[src/design/i2a_pkg.sv]
// ----------------------------------------------------------------------------
// i2a_pkg
// Shared types, constants and helpers of the integer to ASCII formatter.
// ----------------------------------------------------------------------------
package i2a_pkg;

	localparam int unsigned NUM_W      = 32;
	localparam int unsigned CHAR_W     = 7;
	localparam int unsigned DEC_DIGITS = 10;
	localparam int unsigned HEX_DIGITS = 8;
	localparam int unsigned MAX_CHARS  = 11;
	localparam int unsigned CNT_W      = 4;
	localparam int unsigned BCD_W      = 4 * DEC_DIGITS;
	localparam int unsigned NUM_STAGES = 4;
	localparam int unsigned STEPS      = NUM_W / NUM_STAGES;

	localparam logic [CHAR_W-1:0] CH_ZERO  = 7'h30;
	localparam logic [CHAR_W-1:0] CH_A     = 7'h61;
	localparam logic [CHAR_W-1:0] CH_MINUS = 7'h2d;

	typedef struct packed {
		logic [NUM_W-1:0] bin;
		logic [NUM_W-1:0] raw;
		logic [BCD_W-1:0] bcd;
		logic             neg;
		logic             hex;
	} work_t;

	function automatic logic [CHAR_W-1:0] digit_char(input logic [3:0] d);
		if (d < 4'd10)
			return CH_ZERO + CHAR_W'(d);
		else
			return CH_A + CHAR_W'(d - 4'd10);
	endfunction

	function automatic work_t dabble_step(input work_t w);
		work_t r;
		r = w;
		for (int d = 0; d < DEC_DIGITS; d++) begin
			if (r.bcd[d*4 +: 4] >= 4'd5)
				r.bcd[d*4 +: 4] = r.bcd[d*4 +: 4] + 4'd3;
		end
		r.bcd = {r.bcd[BCD_W-2:0], r.bin[NUM_W-1]};
		r.bin = {r.bin[NUM_W-2:0], 1'b0};
		return r;
	endfunction

endpackage

[src/design/i2a_if.sv]
// ----------------------------------------------------------------------------
// i2a interfaces
// Input and output beat channels of the formatter.
// ----------------------------------------------------------------------------
interface i2a_in_if import i2a_pkg::*; ();
	logic             valid;
	logic             ready;
	logic [NUM_W-1:0] number;
	logic             signed_mode;
	logic             hex_base;
	modport source (output valid, number, signed_mode, hex_base, input ready);
	modport sink   (input valid, number, signed_mode, hex_base, output ready);
endinterface

interface i2a_out_if import i2a_pkg::*; ();
	logic              valid;
	logic              ready;
	logic [CHAR_W-1:0] character;
	logic              last_char;
	modport source (output valid, character, last_char, input ready);
	modport sink   (input valid, character, last_char, output ready);
endinterface

[src/design/i2a_dabble_stage.sv]
// ----------------------------------------------------------------------------
// i2a_dabble_stage
// One pipeline stage of shift-and-add-3 binary to BCD conversion.
// ----------------------------------------------------------------------------
module i2a_dabble_stage import i2a_pkg::*; (
	input  logic  clk,
	input  logic  arst_n,
	input  logic  up_valid,
	output logic  up_ready,
	input  work_t up_data,
	output logic  dn_valid,
	input  logic  dn_ready,
	output work_t dn_data
);

	logic  v_s;
	work_t d_s;
	work_t nxt;

	always_comb begin
		nxt = up_data;
		for (int i = 0; i < STEPS; i++)
			nxt = dabble_step(nxt);
	end

	assign up_ready = !v_s || dn_ready;

	always_ff @(posedge clk or negedge arst_n) begin
		if (!arst_n) begin
			v_s <= 1'b0;
		end else if (up_ready) begin
			v_s <= up_valid;
		end
	end

	always_ff @(posedge clk) begin
		if (up_ready && up_valid)
			d_s <= nxt;
	end

	assign dn_valid = v_s;
	assign dn_data  = d_s;

endmodule

[src/design/i2a_serialiser.sv]
// ----------------------------------------------------------------------------
// i2a_serialiser
// Builds one item's character run and sends one beat per cycle while ready.
// ----------------------------------------------------------------------------
module i2a_serialiser import i2a_pkg::*; (
	input  logic  clk,
	input  logic  arst_n,
	input  logic  up_valid,
	output logic  up_ready,
	input  work_t up_data,
	i2a_out_if.source text
);

	logic [CHAR_W-1:0] ch_q [MAX_CHARS];
	logic [CNT_W-1:0]  cnt_q;
	logic [3:0]        dg [DEC_DIGITS];
	logic [CHAR_W-1:0] ld_ch [MAX_CHARS];
	logic [CNT_W-1:0]  nd;
	logic [CNT_W-1:0]  ld_cnt;
	logic              load;
	logic              beat;

	always_comb begin
		int k;
		for (int j = 0; j < DEC_DIGITS; j++) begin
			if (up_data.hex)
				dg[j] = (j < HEX_DIGITS) ? up_data.raw[(j % HEX_DIGITS)*4 +: 4] : 4'd0;
			else
				dg[j] = up_data.bcd[j*4 +: 4];
		end
		nd = CNT_W'(1);
		for (int j = 0; j < DEC_DIGITS; j++) begin
			if (dg[j] != 4'd0)
				nd = CNT_W'(j + 1);
		end
		for (int j = 0; j < MAX_CHARS; j++) begin
			k = int'(nd) - 1 - (j - (up_data.neg ? 1 : 0));
			if (up_data.neg && j == 0)
				ld_ch[j] = CH_MINUS;
			else if (k >= 0 && k < DEC_DIGITS)
				ld_ch[j] = digit_char(dg[k]);
			else
				ld_ch[j] = CH_ZERO;
		end
		ld_cnt = nd + CNT_W'(up_data.neg);
	end

	assign beat     = text.valid && text.ready;
	assign up_ready = (cnt_q == '0) || (cnt_q == CNT_W'(1) && text.ready);
	assign load     = up_valid && up_ready;

	always_ff @(posedge clk or negedge arst_n) begin
		if (!arst_n) begin
			cnt_q <= '0;
		end else if (load) begin
			cnt_q <= ld_cnt;
		end else if (beat) begin
			cnt_q <= cnt_q - CNT_W'(1);
		end
	end

	always_ff @(posedge clk) begin
		if (load) begin
			ch_q <= ld_ch;
		end else if (beat) begin
			for (int j = 0; j < MAX_CHARS - 1; j++)
				ch_q[j] <= ch_q[j+1];
		end
	end

	assign text.valid     = cnt_q != '0;
	assign text.character = ch_q[0];
	assign text.last_char = cnt_q == CNT_W'(1);

endmodule

[src/design/integer_to_ascii_formatter.sv]
// ----------------------------------------------------------------------------
// integer_to_ascii_formatter
// Formats a 32-bit value as ASCII decimal or lowercase hex, one char a beat.
// An input beat passes the input register, dabble stages and serialiser.
// Throughput: one character per cycle while text.ready is high; an item has
// 1 to 11 characters, sent by the single-character output serialiser.
// Reset clears all valid bits and the character count; data is unreset.
// ----------------------------------------------------------------------------
module integer_to_ascii_formatter import i2a_pkg::*; (
	input  logic clk,
	input  logic arst_n,
	i2a_in_if.sink    item,
	i2a_out_if.source text
);

	logic  v_s1;
	work_t d_s1;
	work_t mag;
	logic  vld [NUM_STAGES+1];
	logic  rdy [NUM_STAGES+1];
	work_t dat [NUM_STAGES+1];

	always_comb begin
		mag.neg = item.signed_mode && !item.hex_base && item.number[NUM_W-1];
		mag.hex = item.hex_base;
		mag.raw = mag.neg ? (~item.number + NUM_W'(1)) : item.number;
		mag.bin = mag.raw;
		mag.bcd = '0;
	end

	assign item.ready = !v_s1 || rdy[0];

	always_ff @(posedge clk or negedge arst_n) begin
		if (!arst_n) begin
			v_s1 <= 1'b0;
		end else if (item.ready) begin
			v_s1 <= item.valid;
		end
	end

	always_ff @(posedge clk) begin
		if (item.ready && item.valid)
			d_s1 <= mag;
	end

	assign vld[0] = v_s1;
	assign dat[0] = d_s1;

	for (genvar g = 0; g < NUM_STAGES; g++) begin : g_stage
		i2a_dabble_stage u_stage (
			.clk      (clk),
			.arst_n   (arst_n),
			.up_valid (vld[g]),
			.up_ready (rdy[g]),
			.up_data  (dat[g]),
			.dn_valid (vld[g+1]),
			.dn_ready (rdy[g+1]),
			.dn_data  (dat[g+1])
		);
	end

	i2a_serialiser u_ser (
		.clk      (clk),
		.arst_n   (arst_n),
		.up_valid (vld[NUM_STAGES]),
		.up_ready (rdy[NUM_STAGES]),
		.up_data  (dat[NUM_STAGES]),
		.text     (text)
	);

	a_minus_not_last: assert property (@(posedge clk) disable iff (!arst_n)
		text.valid && text.character == CH_MINUS |-> !text.last_char)
		else $error("minus sign marked as last character");

	a_run_ends: assert property (@(posedge clk) disable iff (!arst_n)
		text.valid && text.ready && text.last_char
		&& !(vld[NUM_STAGES] && rdy[NUM_STAGES]) |=> !text.valid)
		else $error("characters after end of run");

	a_no_load_mid_run: assert property (@(posedge clk) disable iff (!arst_n)
		text.valid && !text.last_char |-> !rdy[NUM_STAGES])
		else $error("serialiser ready in mid run");

endmodule
[src/flat_wrapper.sv]
// flat-port wrapper written by rule: the top's interface ports become plain ports
module integer_to_ascii_formatter_flat import i2a_pkg::*;
  (clk, arst_n, item_valid, item_number, item_signed_mode, item_hex_base, item_ready, text_valid, text_character, text_last_char, text_ready);
  i2a_in_if item_i ();
  i2a_out_if text_i ();
  input  logic clk;
  input  logic arst_n;
  input wire logic [$bits(item_i.valid)-1:0] item_valid;
  input wire logic [$bits(item_i.number)-1:0] item_number;
  input wire logic [$bits(item_i.signed_mode)-1:0] item_signed_mode;
  input wire logic [$bits(item_i.hex_base)-1:0] item_hex_base;
  output wire logic [$bits(item_i.ready)-1:0] item_ready;
  output wire logic [$bits(text_i.valid)-1:0] text_valid;
  output wire logic [$bits(text_i.character)-1:0] text_character;
  output wire logic [$bits(text_i.last_char)-1:0] text_last_char;
  input wire logic [$bits(text_i.ready)-1:0] text_ready;
  assign item_i.valid = item_valid;
  assign item_i.number = item_number;
  assign item_i.signed_mode = item_signed_mode;
  assign item_i.hex_base = item_hex_base;
  assign item_ready = item_i.ready;
  assign text_valid = text_i.valid;
  assign text_character = text_i.character;
  assign text_last_char = text_i.last_char;
  assign text_i.ready = text_ready;
  integer_to_ascii_formatter u_core (.clk(clk), .arst_n(arst_n), .item(item_i), .text(text_i));
endmodule
[config.mk]
export PLATFORM = sky130hd
export DESIGN_NAME = integer_to_ascii_formatter_flat
export DESIGN_NICKNAME = d
export VERILOG_FILES = /design/src/design/i2a_pkg.sv /design/src/design/i2a_if.sv /design/src/design/i2a_dabble_stage.sv /design/src/design/i2a_serialiser.sv /design/src/design/integer_to_ascii_formatter.sv /design/src/flat_wrapper.sv
export SDC_FILE = /design/constraint.sdc
export NUM_CORES = 1
export LEC_CHECK = 0
export BUFFER_PORTS_ARGS = -buffer_cell sky130_fd_sc_hd__buf_2
export CORE_MARGIN = 1
export CORE_UTILIZATION = 45
export DETAILED_ROUTE_END_ITERATION = 8
export PLACE_DENSITY = 0.59
export SLEW_MARGIN = 20
export SYNTH_ARGS = -nofsm -noshare
export SYNTH_HDL_FRONTEND = slang
export SYNTH_SLANG_ARGS = --single-unit
[constraint.sdc]
create_clock -name clk -period 9.9 [get_ports clk]
set_input_delay 1.485 -clock clk [delete_from_list [all_inputs] [get_ports clk]]
set_output_delay 1.485 -clock clk [all_outputs]
set_load 0.005 [all_outputs]
Word level (Yosys, flattened, before mapping) --
Cells that the tools add are included.
Cells by class: add/subtract/negate cells 324, order comparisons 309, equal/unequal tests 1, mux-type cells 345, bitwise operators 12, reduce and logical (&&, ||, !) cells 45
Operators by type and width (count):
- $mux 4 | 276
- $ge 4x3->1 const B | 255
- $add 4x2->4 const B | 234
- $not 32->32 | 12
- $ge 32x5->1 const B | 11
- $lt 32x4->1 const B | 11
- $ge 32x1->1 const B | 10
- $sub 5x32->32 | 10
- $bmux 4 s4 | 11
- $mux 7 | 22
- $mux 70 | 2
- $sub 4x32->32 const A | 4
- $mux 3 | 30
- $add 6x4->7 const A | 11
- $add 6x5->7 const A | 11
- $sub 3x32->32 const A | 2
- $sub 5x32->32 const A | 2
- $add 3x2->3 const B | 21
- $sub 4x4->5 const B | 11
- $lt 4x4->1 const B | 11
- $reduce_bool 4->1 | 10
- $add 32x1->32 const B | 1
- $mux 32 | 1
- $sub 1x32->32 const A | 1
- 19 further kinds | 66
Storage, ports and cells: bits in registers 452, input bits 38, output and inout port bits 10, word-level logic and storage cells 1076

Logic depth before layout (Yosys ltp) --
depth in word-level cells 23, mapped depth 36, gate-level depth less buffers 35

Hierarchy --
A second synthesis with hierarchy kept.
Second synthesis, totals: cell total of the unflattened synthesis 8172, area, all modules 68375.6 um2
By module, submodules not included:
- i2a_dabble_stage | instances 4, cells an instance 1726, area an instance 13980.9 um2, seq. area each 2967.8 um2
- i2a_serialiser | instances 1, cells an instance 1126, area an instance 10674.0 um2, seq. area each 2412.3 um2
- integer_to_ascii_formatter | instances 1, cells an instance 142, area an instance 1778.0 um2, seq. area each 1046.0 um2

Worst setup path before layout --
No wires, ideal clock.
path kind register -> register, start register u_core.g_stage[3].u_stage.d_s (netlist bit u_core.g_stage[3].u_stage.dn_data[0]), end register u_core.u_ser.ch_q[19] (netlist bit), data pin, setup time 258 ps, arrival time 7799 ps, required time 9642 ps, path slack 1843 ps, stages on the path, launching flop included 27, path buffers 6, period minus slack after synthesis 8057 ps, cell sequence edfxtp_1 > clkbuf_1 > buf_1 > buf_1 > clkbuf_1 > clkbuf_1 > nor3_1 > a22oi_1 > nor2_1 > nor2_1 > nor3_1 > a311o_1 > a21oi_1 > o22ai_1 > ha_1 > nand3_1 > inv_1 > nor2_1 > clkbuf_1 > o21ai_0 > ha_1 > nor4b_1 > nand4_1 > a2111oi_0 > nand2_1 > a31oi_1 > a21oi_1
Between the ends: longest elaborated chain between the ends 22, elaborated cells between the ends (all ways) 44, classes of those cells add/sub: 5; order compare: 3; mux: 25; bitwise: 1; reduce/logical: 10
Ends and longest elaborated chain:
- start: declaration | line i2a_dabble_stage.sv:17 | work_t d_s;
- start signal: assignment | line i2a_dabble_stage.sv:38 | d_s <= nxt;
- $mux 4 | line i2a_serialiser.sv:26 | if (up_data.hex)
- $reduce_bool 4->1 | line i2a_serialiser.sv:33 | if (dg[j] != 4'd0)
- $mux 2 | line i2a_serialiser.sv:33
- $mux 4 (8 in a row) | line i2a_serialiser.sv:33
- $sub 4x1->5 | line i2a_serialiser.sv:37 | k = int'(nd) - 1 - (j - (up_data.neg ? 1 : 0));
- $sub 5x32->32 | line i2a_serialiser.sv:37
- $not 32->32 (not written as such) | line i2a_serialiser.sv:41 | ld_ch[j] = digit_char(dg[k]);
- $bmux 4 s4 | line i2a_serialiser.sv:41
- $mux 4 (not written as such) (2 in a row) | line i2a_serialiser.sv:41
- $sub 4x4->5 | line i2a_pkg.sv:33 | return CH_A + CHAR_W'(d - 4'd10);
- $add 6x5->7 | line i2a_pkg.sv:33
- $mux 7 | line i2a_pkg.sv:30 | if (d < 4'd10)
- $mux 7 * | line i2a_serialiser.sv:40 | else if (k >= 0 && k < DEC_DIGITS)
- $mux 70 * | line i2a_serialiser.sv:63 | if (load) begin
- end signal: assignment | line i2a_serialiser.sv:64 | ch_q <= ld_ch;
- end signal: indexed assignment | line i2a_serialiser.sv:67 | ch_q[j] <= ch_q[j+1];
- end: declaration | line i2a_serialiser.sv:14 | logic [CHAR_W-1:0] ch_q [MAX_CHARS];
Mark *: on every way between the ends. The rest lies on a longest branch, timed or not. The select of a mux whose other input is x is not followed. A chain may end at the register's enable or synchronous reset.

==> impl_results.md <==
* Ratio of cells with drive above 1 in the final layout at about a tenth
* GR Util met3 at 2.22%
* Worst Setup Path Type: flip-flop to flip-flop
* CP required at a little over 10 ns
* Met2 Use GR at 34.1%
* Hold Buf Count CTS at 0
* Final Max Slew Viols at 0
* Worst Tran Pin Value at slightly above 1 ns
* Inserted Diodes at 0
* Worst path slowest cell: edfxtp_1
* Setup crit end kind: flip-flop
* Most instantiated cells after synthesis: nand2_1 (445), nor2_1 (379), edfxtp_1 (345)
* Total track usage at approximately a fifth
* Arr. time, crit path at between 7 and 8 ns
* Met1 usage at a little over a quarter
* Crit path max-delay family: compound AO/OA/AOI/OAI gates
* IO buf count at 47
* Mapped cell area at approximately 37000 um^2
* Async SR Flop Fraction at 2.54%
* Critical path buffer and inverter count at 5
* GR peak layer: met2
* Clk root buf: clkbuf_16
* Final #Nets at between 4000 and 5000
* Syn_area_per_cell at 8.51 um^2
* Count of cell types in the netlist at 126
* Hold Path Class: flip-flop to flip-flop
* Initial antenna violation count at 1
* Post-CTS sizing at 0
* Postcts setup bufs at 0
* Max-Cap Viols at 0
* Syn Inst Count at between 4000 and 5000
* Synth warnings at 0
* P&R area growth vs syn at 7.14%
* Clock Latency Late Sink at just over 0.6 ns
* Critical path fanouts, max at 14
* Core region area at slightly above 80000 um^2
* Top cell type's share of synthesized area at between 20 and 30%
* Final ANT Viol Nets at 0
* Row Count at 105
* Die Wd at just under 300 um
* Area leader, netlist: edfxtp_1
* Grt total ovfl at 0
* Drt drc at 0
* CTS clk-pin slew, worst paths at 0.06 ns
* Number of global-route vias before repair at 29300
* DP Wirelength at 66100 um
* DR pass1 iterations at 7
* RSZ-0062 raised after global routing: false
* Max-slew headroom at 31.9%
* Final period util at 74.8%
* Largest net degree at the start of global routing at 74
* Clock Sinks at 354
* Final Skew at ~0.052 ns
* Die Height at 290 um
* Die ar. at ~84000 um^2
* # IOs at 48
* First-pass GRT wire length at roughly 140000 um
* Max stage delay on crit path at 0.45 ns
* Final setup TNS at 0 ns
* Vias at 32300
* Status: complete, no violations
* Crit path time final at 7.40 ns
* Main flop type after synthesis: edfxtp_1
* Depth of the CTS H-tree at 2
* Final hold violation count at 0
* Top-count cell post-synth: nand2_1
* GP Congestion at 0.903
* Area contributors post-synth: edfxtp_1 (28%), ha_1 (8.4%), nand2_1 (4.5%)
* Fmax at 135 MHz
* Final setup violating endpoints at 0
* DRT iter0 DRCs at 1975
* Post-synthesis sequential area ratio at ~28%
* Starting Density at 45.5%
* EDFF count, synth at around 350
* Yosys reg bits at 354
* CTS tree: yes
* Startpoint Class: flip-flop
* Drt total wl at 87400 um
* Via density at 5.90
* Worst-case clock buffer depth at 3
* CTS Buf Count at 44
* WL/cell at 16.0 um
-- routing by layer --
layer	wire, um	up-vias
li1	-	16500
met5	0	-
met2	40800	590
met4	1820	0
met1	41400	15000
met3	3430	112
-- path summary, 6_finish.rpt --
kind | cells after the start | from | slack [ns] | end
min | 0 | u_core.g_stage[2].u_stage.dn_data[0] | 0.41 | u_core.g_stage[3].u_stage.dn_data[0]
min in group asynchronous | 1 | arst_n | 0.74 | u_core.g_stage[3].u_stage.dn_valid
min reg2reg | 0 | u_core.g_stage[2].u_stage.dn_data[0] | 0.41 | u_core.g_stage[3].u_stage.dn_data[0]
max reg2reg | 31 | u_core.g_stage[1].u_stage.dn_data[14] | 2.50 | u_core.g_stage[2].u_stage.dn_data[27]
max | 31 | u_core.g_stage[1].u_stage.dn_data[14] | 2.50 | u_core.g_stage[2].u_stage.dn_data[27]
max in group asynchronous | 1 | arst_n | 8.95 | u_core.g_stage[0].u_stage.dn_valid
-- through the flow --
stage          std cells  hold WS (ns)  setup WS [ns]  util, %  area, um^2
2_1_floorplan       4396         0.400           1.84        -       37400
3_3_place_gp        5384         0.400           2.68     47.0       38600
3_5_place_dp        5384         0.405           2.52     47.0       38600
4_1_cts             5464         0.409           2.53     48.8       40000
5_1_grt             5464         0.412           1.65     48.8       40100
6_report            5464         0.412           2.50     48.8       40100
-- cell usage in the layout, fill, tap and decap left out, drive strengths merged, types with 38 or more instances in the layout --
| cell | Yosys | layout |
|---|---|---|
| o21a | 48 | 48 |
| buf | 44 | 84 |
| ha | 250 | 250 |
| xnor2 | 134 | 134 |
| o31ai | 39 | 39 |
| and2 | 56 | 56 |
| a31oi | 73 | 73 |
| edfxtp | 345 | 345 |
| nor3 | 111 | 111 |
| a22oi | 38 | 38 |
| o21ai | 347 | 347 |
| mux2 | 72 | 72 |
| nor2 | 382 | 382 |
| a21oi | 326 | 326 |
| nand3 | 81 | 81 |
| a211oi | 65 | 65 |
| a21o | 46 | 46 |
| nor2b | 60 | 60 |
| xor2 | 70 | 70 |
| nand2b | 78 | 78 |
| and3 | 44 | 44 |
| inv | 245 | 249 |
| mux2i | 126 | 126 |
| clkbuf | 122 | 51 |
| o211ai | 56 | 56 |
| or2 | 45 | 45 |
| or3 | 38 | 38 |
| mux4 | 51 | 51 |
| a22o | 40 | 40 |
| nand2 | 447 | 447 |
-- area by class of cell --
type / instances / area (um^2)
clock inverter: 29 / 284
fill: 7864 / 42000
clock buffer: 51 / 1170
tap: 1070 / 1340
multi-input combinational: 3628 / 25200
sequential: 354 / 10600
timing repair buffer: 84 / 513
inverter: 248 / 931
-- cells by family (layout without fill, tap and decap cells) --
kind of cell             Yosys count  in the layout  share of synthesized area, %
other                              1              5                        0.0100
AO/OA/AOI/OAI                   1436           1436                          25.9
AND/OR/NAND/NOR                 1477           1477                          19.1
multiplexers                     249            249                          8.64
XOR/XNOR                         206            206                          5.10
flip-flops                       354            354                          28.3
adder cells (fa/ha/maj)          255            255                          8.53
buffers and inverters            414            412                          4.33
-- sequential cells by signal, indices dropped and copies added (netlist names) --
signal	flops
u_core.d_s1	34
u_core.g_stage.u_stage.dn_data	234
u_core.g_stage.u_stage.dn_valid	4
u_core.u_ser.ch_q	70
u_core.u_ser.cnt_q	4
u_core.u_ser.text.character	7
u_core.v_s1	1
Power is not shown: default switching activity piles up to over one toggle a cycle in this logic, so the estimate is an artifact.
